--- config.mk ---
export PLATFORM = sky130hd
export DESIGN_NAME = crc_checked_temp_humidity_frame_decoder
export DESIGN_NICKNAME = d
export VERILOG_FILES = /design/src/design/cthfd_pkg.sv /design/src/design/cthfd_scaler.sv /design/src/design/crc_checked_temp_humidity_frame_decoder.sv
export VERILOG_INCLUDE_DIRS = /design/src /design/src/design
export SDC_FILE = /design/constraint.sdc
export NUM_CORES = 1
export LEC_CHECK = 0
export BUFFER_PORTS_ARGS = -buffer_cell sky130_fd_sc_hd__buf_2
export CELL_PAD_IN_SITES_DETAIL_PLACEMENT = 1
export CELL_PAD_IN_SITES_GLOBAL_PLACEMENT = 2
export CORE_MARGIN = 2
export CORE_UTILIZATION = 42
export CTS_CLUSTER_SIZE = 20
export DETAILED_ROUTE_END_ITERATION = 8
export PLACE_DENSITY = 0.87
export SYNTH_ARGS = -nofsm -noshare
export SYNTH_HDL_FRONTEND = slang
export SYNTH_HIERARCHICAL = 1
export SYNTH_SLANG_ARGS = --single-unit
--- constraint.sdc ---
create_clock -name clk -period 6.5 [get_ports clk]
set_input_delay 0.325 -clock clk [delete_from_list [all_inputs] [get_ports clk]]
set_output_delay 0.325 -clock clk [all_outputs]
set_load 0.01 [all_outputs]
--- src/design/crc_checked_temp_humidity_frame_decoder_defines.svh ---
// Assertion macros for the sensor frame decoder.
// Each macro expects signals named clk and rst in the scope where it is used.
`ifndef CRC_CHECKED_TEMP_HUMIDITY_FRAME_DECODER_DEFINES_SVH
`define CRC_CHECKED_TEMP_HUMIDITY_FRAME_DECODER_DEFINES_SVH

// Same-cycle implication, checked outside reset.
`define CTHFD_ASSERT_NOW(label, ante, cons) \
  label: assert property (@(posedge clk) disable iff (rst) (ante) |-> (cons)) \
    else $error("cthfd: same-cycle check failed");

// Next-cycle implication, checked outside reset.
`define CTHFD_ASSERT_NEXT(label, ante, cons) \
  label: assert property (@(posedge clk) disable iff (rst) (ante) |=> (cons)) \
    else $error("cthfd: next-cycle check failed");

`endif

--- src/design/cthfd_pkg.sv ---
// Shared types, constants and the CRC-8 byte update for the sensor frame decoder.
// No dependencies.
`default_nettype none

package cthfd_pkg;

  localparam logic [7:0]  CRC_POLY    = 8'h31;  // x^8+x^5+x^4+1, top bit implied
  localparam logic [7:0]  CRC_INIT    = 8'hFF;
  localparam logic [2:0]  FRAME_BYTES = 3'd6;
  localparam logic [14:0] TEMP_SPAN   = 15'd17500;
  localparam logic [14:0] HUM_SPAN    = 15'd10000;
  localparam logic [15:0] TEMP_OFFSET = 16'd4500;
  localparam logic [13:0] HUM_MAX     = 14'd10000;

  // Byte positions within a frame.
  localparam logic [2:0] POS_TEMP_HI  = 3'd0;
  localparam logic [2:0] POS_TEMP_LO  = 3'd1;
  localparam logic [2:0] POS_TEMP_CRC = 3'd2;
  localparam logic [2:0] POS_HUM_HI   = 3'd3;
  localparam logic [2:0] POS_HUM_LO   = 3'd4;
  localparam logic [2:0] POS_HUM_CRC  = 3'd5;

  typedef struct packed {
    logic [7:0] data_byte;
    logic       frame_start;
  } in_beat_t;

  typedef struct packed {
    logic signed [14:0] temperature_centi;
    logic [13:0]        humidity_centi;
    logic               temperature_crc_ok;
    logic               humidity_crc_ok;
  } out_beat_t;

  typedef struct packed {
    logic load;
    logic temp_sel;
  } scale_ctl_t;

  // One byte through the CRC-8 register, MSB first.
  function automatic logic [7:0] crc8_update(logic [7:0] crc, logic [7:0] data);
    logic [7:0] c;
    c = crc ^ data;
    for (int k = 0; k < 8; k++) begin
      c = c[7] ? ({c[6:0], 1'b0} ^ CRC_POLY) : {c[6:0], 1'b0};
    end
    return c;
  endfunction

endpackage

`default_nettype wire

--- src/design/cthfd_scaler.sv ---
// Scales a 16-bit raw sensor word by a span and divides by full scale (65535).
// Depends on cthfd_pkg for the span constants and the control struct.
`default_nettype none

module cthfd_scaler
  import cthfd_pkg::*;
(
  input  wire logic        clk,
  input  wire scale_ctl_t  ctl,
  input  wire logic [15:0] word,
  output logic      [14:0] quotient
);

  logic [30:0] product;
  logic [14:0] span;
  logic [31:0] sum;

  assign span = ctl.temp_sel ? TEMP_SPAN : HUM_SPAN;

  // The product is registered when the low data byte arrives; the divide
  // happens when the CRC byte follows.
  always_ff @(posedge clk) begin
    if (ctl.load) begin
      product <= {15'd0, word} * {16'd0, span};
    end
  end

  // x / 65535 == (x + (x >> 16) + 1) >> 16 for every quotient below 65536.
  assign sum      = {1'b0, product} + {17'd0, product[30:16]} + 32'd1;
  assign quotient = sum[30:16];

endmodule

`default_nettype wire

--- src/design/crc_checked_temp_humidity_frame_decoder.sv ---
// Top level of the CRC-checked temperature and humidity frame decoder.
// Depends on cthfd_pkg, cthfd_scaler and the assertion macro header.
//
// Usage: bytes of a sensor read frame enter on the in channel, one per beat,
// in the order temperature high, low, CRC, humidity high, low, CRC. A beat
// with frame_start set is taken as the first byte and drops any partial frame.
// Each word whose CRC-8 (poly 0x31, init 0xFF) matches is converted and held;
// a failing word leaves the previous held value.
// Throughput is one byte per cycle while in_stall is low. The result beat
// appears on the out channel in the cycle after the sixth byte is accepted and
// carries both held values and both CRC flags of the frame. The divide by full
// scale is a reciprocal add on the product registered at the low data byte.
// While a result waits under out_stall, bytes keep flowing until the next
// byte would complete a frame; only then is in_stall raised.
// Reset (synchronous) clears the byte position, the held values and the
// output valid; no clearing pass is needed.
`default_nettype none
`include "crc_checked_temp_humidity_frame_decoder_defines.svh"

module crc_checked_temp_humidity_frame_decoder
  import cthfd_pkg::*;
(
  input  wire logic     clk,
  input  wire logic     rst,
  input  wire logic     in_valid,
  output logic          in_stall,
  input  wire in_beat_t in_beat,
  output logic          out_valid,
  input  wire logic     out_stall,
  output out_beat_t     out_beat
);

  logic [2:0]         byte_position;
  logic [7:0]         crc_accumulator;
  logic [7:0]         raw_word_hi;
  logic signed [14:0] temperature_held;
  logic [13:0]        humidity_held;
  logic               temperature_check_flag;

  logic               in_fire;
  logic [2:0]         pos;
  logic [2:0]         pos_next;
  logic               crc_match;
  logic [14:0]        quotient;
  logic [15:0]        temp_wide;
  logic signed [14:0] temp_conv;
  logic [13:0]        hum_conv;
  scale_ctl_t         scale_ctl;

  // A byte has to wait for the result slot only while the next position is the closing CRC.
  assign in_stall = out_valid && out_stall && (byte_position == POS_HUM_CRC);
  assign in_fire  = in_valid && !in_stall;

  always_comb begin
    if (in_beat.frame_start || (byte_position >= FRAME_BYTES)) begin
      pos = POS_TEMP_HI;
    end else begin
      pos = byte_position;
    end
    pos_next = (pos == POS_HUM_CRC) ? POS_TEMP_HI : pos + 3'd1;
  end

  assign crc_match = (crc_accumulator == in_beat.data_byte);

  assign scale_ctl = '{
    load:     in_fire && ((pos == POS_TEMP_LO) || (pos == POS_HUM_LO)),
    temp_sel: (pos == POS_TEMP_LO)
  };

  cthfd_scaler u_scaler (
    .clk      (clk),
    .ctl      (scale_ctl),
    .word     ({raw_word_hi, in_beat.data_byte}),
    .quotient (quotient)
  );

  assign temp_wide = {1'b0, quotient} - TEMP_OFFSET;
  assign temp_conv = signed'(temp_wide[14:0]);
  assign hum_conv  = quotient[13:0];

  always_ff @(posedge clk) begin
    if (rst) begin
      byte_position          <= POS_TEMP_HI;
      crc_accumulator        <= CRC_INIT;
      raw_word_hi            <= 8'd0;
      temperature_held       <= 15'sd0;
      humidity_held          <= 14'd0;
      temperature_check_flag <= 1'b0;
      out_valid              <= 1'b0;
    end else begin
      if (out_valid && !out_stall) begin
        out_valid <= 1'b0;
      end
      if (in_fire) begin
        byte_position <= pos_next;
        case (pos)
          POS_TEMP_HI, POS_HUM_HI: begin
            crc_accumulator <= crc8_update(CRC_INIT, in_beat.data_byte);
            raw_word_hi     <= in_beat.data_byte;
          end
          POS_TEMP_LO, POS_HUM_LO: begin
            crc_accumulator <= crc8_update(crc_accumulator, in_beat.data_byte);
          end
          POS_TEMP_CRC: begin
            if (crc_match) begin
              temperature_held <= temp_conv;
            end
            temperature_check_flag <= crc_match;
            crc_accumulator        <= CRC_INIT;
          end
          POS_HUM_CRC: begin
            if (crc_match) begin
              humidity_held <= hum_conv;
            end
            crc_accumulator <= CRC_INIT;
            out_valid       <= 1'b1;
          end
          default: begin
            crc_accumulator <= CRC_INIT;
          end
        endcase
      end
    end
  end

  always_ff @(posedge clk) begin
    if (in_fire && (pos == POS_HUM_CRC)) begin
      out_beat.temperature_centi  <= temperature_held;
      out_beat.humidity_centi     <= crc_match ? hum_conv : humidity_held;
      out_beat.temperature_crc_ok <= temperature_check_flag;
      out_beat.humidity_crc_ok    <= crc_match;
    end
  end

  `CTHFD_ASSERT_NOW(a_pos_in_frame, 1'b1, byte_position < FRAME_BYTES)
  `CTHFD_ASSERT_NOW(a_stall_needs_full_slot, in_stall, out_valid && out_stall)
  `CTHFD_ASSERT_NEXT(a_frame_end_gives_result, in_fire && (pos == POS_HUM_CRC), out_valid)
  `CTHFD_ASSERT_NOW(a_result_in_range, out_valid, (out_beat.humidity_centi <= HUM_MAX) && (out_beat.temperature_centi >= -15'sd4500))

endmodule

`default_nettype wire

# ---- Word level (Yosys, flattened, before mapping)
# Index checks and enable logic that the tools add are counted.
dict set report op_classes {
  n_eq_ne 7
  bitwise 18
  magnitude_cmp 1
  reduce_logical 17
  mul 1
  add_sub_neg 4
  n_mux 24
}
# cell n
set ops {}
lappend ops {{$mux 6} 16}
lappend ops {{$not 3->3} 16}
lappend ops {{$add 31x1->31 const B} 1}
lappend ops {{$add 31x15->31} 1}
lappend ops {{$mul 16x15->31} 1}
lappend ops {{$pmux 8 s2} 1}
lappend ops {{$mux 15} 1}
lappend ops {{$sub 15x13->15 const B} 1}
lappend ops {{$mux 14} 1}
lappend ops {{$eq 3x3->1 const B} 3}
lappend ops {{$eq 8x8->1} 1}
lappend ops {{$not 8->8} 1}
lappend ops {{$xor 8x8->8} 1}
lappend ops {{$eq 3x2->1 const B} 2}
lappend ops {{$logic_and 1x1->1} 6}
lappend ops {{$mux 3} 2}
lappend ops {{$reduce_and 2->1} 3}
lappend ops {{$reduce_or 2->1} 2}
lappend ops {{$add 3x1->3 const B} 1}
lappend ops {{$eq 3x1->1 const B} 1}
lappend ops {{$ge 3x3->1 const B} 1}
lappend ops {{$logic_not 3->1} 1}
lappend ops {{$mux 1} 3}
lappend ops {{$reduce_and 3->1} 1}
lappend ops {{2 further kinds} 4}
dict set report totals {
  regBits 112
  output_inout_bits 33
}

# ---- Logic depth before layout (Yosys ltp)
# Gate-level depths: netlist of run 1.
dict set report depth {
  word_depth 18
  ltp_mapped 25
  ltp_nobuf 23
}

# ---- Hierarchy
# The synthesis of run 1 kept the hierarchy.
# module cells_each area_per_inst_um2 instances
set modules_own_cells {}
lappend modules_own_cells {cthfd_scaler 655 6507.5 1}
lappend modules_own_cells {crc_checked_temp_humidity_frame_decoder 347 3772.4 1}

# ---- Worst setup path before layout of run 1
# Ideal clock, no wire load.
dict set report synth_path {
  path_type {register to register}
  start {register byte_position[0]}
  end {register u_scaler.product[25] (data pin)}
  path_buffers 3
  stages_incl_launch_ff 25
  setup_time_ps 266
  path_slack_ps 538
  arrival_ps 5696
  cell_sequence {dfxtp_1 buf_2 nand2b_1 nor3_1 clkbuf_1 clkbuf_1 nand2_1 inv_1 ha_1 inv_1 fa_1 inv_1 fa_1 inv_1 fa_1 inv_1 fa_1 ha_1 ha_1 o21a_1 o31a_1 o22a_4 a2111oi_4 o21bai_1 xor2_1}
}
# element line_no
set synth_lines {}
lappend synth_lines {{start: declaration} crc_checked_temp_humidity_frame_decoder.sv:33} ;# logic [2:0] byte_position;
lappend synth_lines {{start signal: assignment} crc_checked_temp_humidity_frame_decoder.sv:95} ;# byte_position <= pos_next;
lappend synth_lines {{end signal: assignment} cthfd_scaler.sv:24} ;# product <= {15'd0, word} * {16'd0, span};
lappend synth_lines {{end: declaration} cthfd_scaler.sv:14} ;# logic [30:0] product;

==> out/metrics.cfg, run 1 <==
[outcome]
status=complete, no violations

[cells_and_area]
syn2layout_area_growth_pct=9.24
drive_gt1_share_pct=9.45
multi_input_area_sq_um=6950
nNetsFinal=1305
regArea_sq_um=2800
fillerInstances=2762
diodes=0

[route]
viasPerCell=5.13
dr.pass1.iters=4
route.final.wire_length_mm=23.4
num_vias=7148
drc=0
drt.antenna.violating_nets=0
routedWlPerCell_um=16.8
drt_iter0_markers=298

[clock_tree]
cts.clk_slew.worst_paths_ns=0.09
clockRootBuffer=clkbuf_16
clk_latency_ns=0.37
cts_resized=0
cts_tree=yes
numCtsBuffers=9
cts_hold_buf=0
post_cts_buffers=0
cts_htree_levels=3
cts.path.max_buffers=2
cts.sinks=110

[synthesis]
synth-simple-area-share_pct=12.2
netlist_area_sq_um=10300
synth.largest_area_cell=edfxtp_1
synth_cells=1002
synthAdderAreaFrac_pct=34.3
muxShareOfSynthArea_pct=3.77
synth_cell_type_count=67
ys_ff_latch=110
synth-edff-count=60
synth_compound_area_share_pct=9.04
async_flop_share_pct=0
synth_area_leaders=edfxtp_1 18%, fa_1 18%, ha_1 17%
synth_xor_area_share_pct=7.17
yosys_most_used_dff=edfxtp_1
synth.avg_cell_area_sq_um=10.3
ys_seq_area_share_pct=27.3
yosysWarnings=6
synth_top_family_by_area=adder cells
synth_top_area_share_pct=17.5

[global_route]
grt_antenna_before_repair=0
grt.total_usage_pct=19.1
grt_max_degree=48
first_global_vias=7549
grt_pass1_wl_mm=39.1
overflow=0

[setup_path]
crit_arrival_ns=6.11
setup.worst_path.start_class=register
end_kind=register
cpMaxStageDelayCell=fa_1
r2r_slack_ns=0.51
rr_startpoint=byte_position[0]
cp_common_cell=fa_1
critical_path_required_ns=6.62
crit_chain=nand2b_1 > nor3_2 > buf_4 > nand2b_1 > inv_1 > ha_1 > fa_1 > fa_1 > fa_1 > fa_1 > ha_1 > ha_1 > nand4_1 > o221ai_1 > and2_1 > a21o_1 > o211a_1 > a211o_1
path_class=register to register
max_stage_delay_ns=0.53
cp_max_fo=33
r2r_cells=18
reg2reg_to=u_scaler/product[28]

[place]
place_congestion=0.864
hpwl_mm=19.5
dp_slack_ns=0.476
io_buffers=45

[power_and_ir_drop]
ir_worst_vdd_mv=0.207
power.leakage_nw=5.34
powerDensity_nw_per_um2=354

[timing]
drv_slew=0
rsz0062_at_grt=false
setup_ws_ns=0.510
worstMarginPinSlew_ns=1.20
max-slew-margin-rel_pct=19.2
fin_worst_skew_ns=0.0128
timing.fmax_mhz=167
holdWs_ns=0.277
finalCritPeriodShare_pct=92.1
setup_violations=0
finalHoldViolations=0
finalSetupTns_ns=0
min_period_ns=5.99

[floorplan]
die_h_um=160
fp.coreArea_sq_um=24200
num_rows=57
fp.dieW_um=160
ios=46
initial_core_util_pct=42.5
die_area_sq_um=25700

[hold_path]
hold_depth=3
min_to=out_valid
worstHoldPathType=input pin to register
hold_start=out_stall

[run]
max_cap_viol_count=0

==> through the flow <==
stage / power [mW] / utilization [%] / instance area, sq um / instances
6_report: 3.97 / 46.4 / 11200 / 1393
5_1_grt: 4.37 / 46.4 / 11200 / 1393
4_1_cts: 4.04 / 46.4 / 11200 / 1393
3_5_place_dp: 3.43 / 45.1 / 10900 / 1377
3_3_place_gp: 3.37 / 45.1 / 10900 / 1377
2_1_floorplan: 2.81 / - / 10400 / 1029
==> how the worst max path moves through the flow <==
stage                     start                   end
5_1_grt        byte_position[0]  u_scaler/product[25]
6_report       byte_position[0]  u_scaler/product[28]
2_1_floorplan  byte_position[0]  u_scaler/product[25]
3_3_place_gp         in_beat[0]  u_scaler/product[25]
3_5_place_dp         in_beat[0]  u_scaler/product[28]
4_1_cts        byte_position[0]  u_scaler/product[28]
==> state kept, by name, summed over array words and instances (netlist names) <==
register and count:
out_beat 31, humidity_held 14, temperature_held 15, temperature_check_flag 1, raw_word_hi 8, byte_position 3
crc_accumulator 8, out_valid 1, u_scaler/product 29
==> cell type report <==
cell class | instances | area share, %
clock buffers | 9 | 2.01
clock inverters | 7 | 0.858
inverters | 131 | 4.38
multi-input cells | 763 | 61.9
flip-flops and latches | 110 | 25.0
well taps | 324 | 3.61
repair buffers | 49 | 2.27
==> metal layers <==
metal  vias up  wire (um)  global-route usage (%)
met5         -          0                       0
met2        63      11700                    32.9
li1       3504          -                       -
met4         0        275                    4.63
met1      3566      11100                    25.9
met3        15        384                    2.14
==> logic make-up after synthesis <==
family                   count (synthesis)
AND/OR/NAND/NOR                        254
adder cells (fa/ha/maj)                228
buffers and inverters                  156
AO/OA/AOI/OAI                          136
flip-flops                             110
XOR/XNOR                                79
multiplexers                            37
other                                    2
==> power breakdown <==
part / switching (mW) / total [mW] / internal, mW
clock network: 0.305 / 0.590 / 0.284
logic: 1.42 / 2.45 / 1.03
registers: 0.0554 / 0.936 / 0.881
==> placed cells by master, fill, tap and decap left out, types with 18 or more instances in the layout <==
master / synthesis / final
fa_1: 90 / 90
conb_1: 2 / 29
nor3_1: 20 / 19
nand2_1: 71 / 71
nand3_1: 18 / 18
a21oi_1: 41 / 41
dfxtp_1: 50 / 50
buf_2: 7 / 45
xnor2_1: 51 / 51
edfxtp_1: 60 / 60
xor2_1: 23 / 23
mux2i_1: 23 / 23
nand2b_1: 23 / 23
ha_1: 138 / 138
o21ai_0: 19 / 19
nor2_1: 67 / 66
inv_1: 129 / 129
==> cell usage after synthesis (all sizes together), types with 10 or more instances <==
cell    number
edfxtp      60
o21ai       24
mux2        14
nor2        69
xnor2       55
a21oi       41
ha         138
nor3        22
nand4       11
inv        131
fa          90
clkbuf      13
nand2       71
buf         12
a211oi      10
mux2i       23
xor2        23
a21o        15
nand3       18
dfxtp       50
nand2b      23
==> worst max-delay path, delay by kind of cell, from the launching register on <==
| family | cells | cell delay, ns |
|---|---|---|
| adder cells (fa/ha/maj) | 7 | 3.03 |
| AND/OR/NAND/NOR | 5 | 0.93 |
| AO/OA/AOI/OAI | 4 | 0.86 |
| flip-flops | 1 | 0.50 |
| buffers and inverters | 2 | 0.39 |
No activity file was read; power rests on OpenSTA's default activity.
==> run 2: changes to the inputs <==
--- a/config.mk
+++ b/config.mk
@@ -6,11 +6,12 @@
 export SDC_FILE = /design/constraint.sdc
 export NUM_CORES = 1
 export LEC_CHECK = 0
+export ABC_AREA = 1
 export BUFFER_PORTS_ARGS = -buffer_cell sky130_fd_sc_hd__buf_2
 export CELL_PAD_IN_SITES_DETAIL_PLACEMENT = 1
 export CELL_PAD_IN_SITES_GLOBAL_PLACEMENT = 2
-export CORE_MARGIN = 2
-export CORE_UTILIZATION = 42
+export CORE_MARGIN = 5
+export CORE_UTILIZATION = 38
 export CTS_CLUSTER_SIZE = 20
 export DETAILED_ROUTE_END_ITERATION = 8
 export PLACE_DENSITY = 0.87
==> out/metrics.cfg, run 2 <==
[cells_and_area]
largest_register_ffs=31
multi_input_area_sq_um=7630
nNetsFinal=1844
largest-register=out_beat
fin_util_pct=41.7
fillerInstances=3818
final_common_cell=nand2_1
drive_gt1_share_pct=6.53
regArea_sq_um=2800
diodes=0
final_cells=2004
final_cell_mix=398 x nand2_1, 314 x inv_1, 138 x ha_1
syn2layout_area_growth_pct=8.67
top_regs=out_beat x31, u_scaler/product x29, temperature_held x15

[clock_tree]
cts_hold_buf=0
numCtsBuffers=9
cts.path.max_buffers=2
cts_tree=yes
cts.clk_slew.worst_paths_ns=0.08
cts_htree_levels=3
cts_resized=0
cts.sinks=110
clk_latency_ns=0.37
post_cts_buffers=0
clockRootBuffer=clkbuf_16

[setup_path]
path_class=register to register
setup.worst_path.start_class=register
cpMaxStageDelayCell=fa_1
end_kind=register
crit_chain=nand4_1 > inv_1 > buf_12 > nand2_1 > inv_1 > ha_1 > inv_1 > fa_1 > inv_1 > fa_1 > inv_1 > fa_1 > inv_1 > fa_1 > ha_1 > ha_1 > nand2_1 > o21bai_1 > nand2_1 > nand3_1 > nand2_1 > nand3_1 > nand2_1
crit_arrival_ns=6.03
cp_common_cell=inv_1
crit_family=adder cells
cp_max_fo=34
critical_path_required_ns=6.62
max_stage_delay_ns=0.55
setup.worst_path.start=byte_position[0]
path_buf_inv=7
rr_startpoint=byte_position[0]

[place]
io_buffers=45
placedCellCount=1988
hpwl_mm=28.2
place_congestion=0.834

[floorplan]
num_rows=64
ios=46
die_area_sq_um=34400
initial_core_util_pct=38.3
die_h_um=185
fp.dieW_um=185
fp.coreArea_sq_um=30500

[route]
route.final.wire_length_mm=33.0
num_vias=9789
drt.antenna.violating_nets=0
dr.pass1.iters=5
routedWlPerCell_um=16.5
drt_iter0_markers=370
drc=0
viasPerCell=4.88

[hold_path]
worstHoldPathType=input pin to register
hold_start=in_valid

[global_route]
grt_pass1_wl_mm=54.7
grt_antenna_before_repair=0
grt_max_degree=46
first_global_vias=10500
grt.total_usage_pct=20.0
overflow=0

[run]
max_cap_viol_count=0

[synthesis]
async_flop_share_pct=0
synth_area_leaders=edfxtp_1 15%, fa_1 15%, ha_1 15%
synth.largest_area_cell=edfxtp_1
synth_cell_type_count=39
yosysWarnings=6
synth-edff-count=60
synth_cells=1541
synth_top_area_share_pct=15.4
netlist_area_sq_um=11700
ys_ff_latch=110
synth.avg_cell_area_sq_um=7.59
yosys_most_used_dff=edfxtp_1
yosysMostFrequentCell=nand2_1
netlist_top_cells_count=398 x nand2_1, 314 x inv_1, 138 x ha_1
ys_seq_area_share_pct=24.0

[timing]
worstMarginPinSlew_ns=0.846
fin_worst_skew_ns=0.0181
min_period_ns=5.91
max-slew-margin-rel_pct=43.5
finalSetupTns_ns=0
rsz0062_at_grt=false
finalCritPeriodShare_pct=90.9
finalHoldViolations=0
setup_violations=0
timing.fmax_mhz=169
drv_slew=0

[power_and_ir_drop]
power.leakage_nw=6.84
powerDensity_nw_per_um2=405
ir_worst_vdd_mv=0.272

[outcome]
status=complete, no violations

run 2: cell count changes in the layout (fill, tap and decap cells not counted), sizes merged, moves of 13 or more:
cell    delta
o21ai     +66
a21oi     +13
nor2      +50
o21bai    +15
a21o      -15
nand2    +336
mux2      -14
nand3     +69
inv      +190
nand2b    -23
xnor2     -42
mux2i     -23
run 2: area by class of cell:
type / instances / area share, %
clock inverter: 7 / 0.718
timing repair buffer: 48 / 2.05
sequential: 110 / 22.0
multi-input combinational: 1113 / 60.0
inverter: 321 / 9.48
clock buffer: 9 / 1.77
tap: 396 / 3.90
run 2: path summary, 6_finish.rpt:
path | endpoint | slack [ns] | cells past startpoint
max | u_scaler/product[23] | 0.59 | 23
min | byte_position[2] | 0.20 | 2
max reg2reg | u_scaler/product[23] | 0.59 | 23
min reg2reg | out_beat[16] | 0.43 | 0
run 2: power by group:
part           total (mW)  switching [mW]  internal (mW)
Combinational        3.56            2.33           1.23
Clock               0.590           0.308          0.282
Sequential          0.998          0.0848          0.913
Total                5.15            2.73           2.42
run 2: logic make-up after synthesis:
logic type / count (synthesis) / synth area share [%]
XOR/XNOR: 37 / 2.99
AND/OR/NAND/NOR: 655 / 23.4
flip-flops: 110 / 24.0
adder cells (fa/ha/maj): 228 / 30.2
buffers and inverters: 345 / 11.7
other: 2 / 0.0642
AO/OA/AOI/OAI: 164 / 7.75
run 2: per-layer routing:
layer  GRT usage (%)  routed length [um]  up-vias  share of wire (%)
li1                -                   -     4917                  -
met5               0                   0        -                  0
met1            26.9               15300     4752                 46
met2            36.0               16700      106                 51
met3            1.68                 725       14                2.2
met4            3.05                 280        0               0.85
run 2: stage by stage:
| stage | hold WS, ns | cell area, sq um | setup WS, ns | power (mW) |
|---|---|---|---|---|
| 2_1_floorplan | 0.400 | 11800 | 1.50 | 3.55 |
| 3_3_place_gp | 0.407 | 12400 | 0.643 | 4.54 |
| 3_5_place_dp | 0.415 | 12400 | 0.545 | 4.63 |
| 4_1_cts | 0.184 | 12700 | 0.612 | 5.25 |
| 5_1_grt | 0.195 | 12700 | 0.229 | 5.76 |
| 6_report | 0.197 | 12700 | 0.590 | 5.15 |
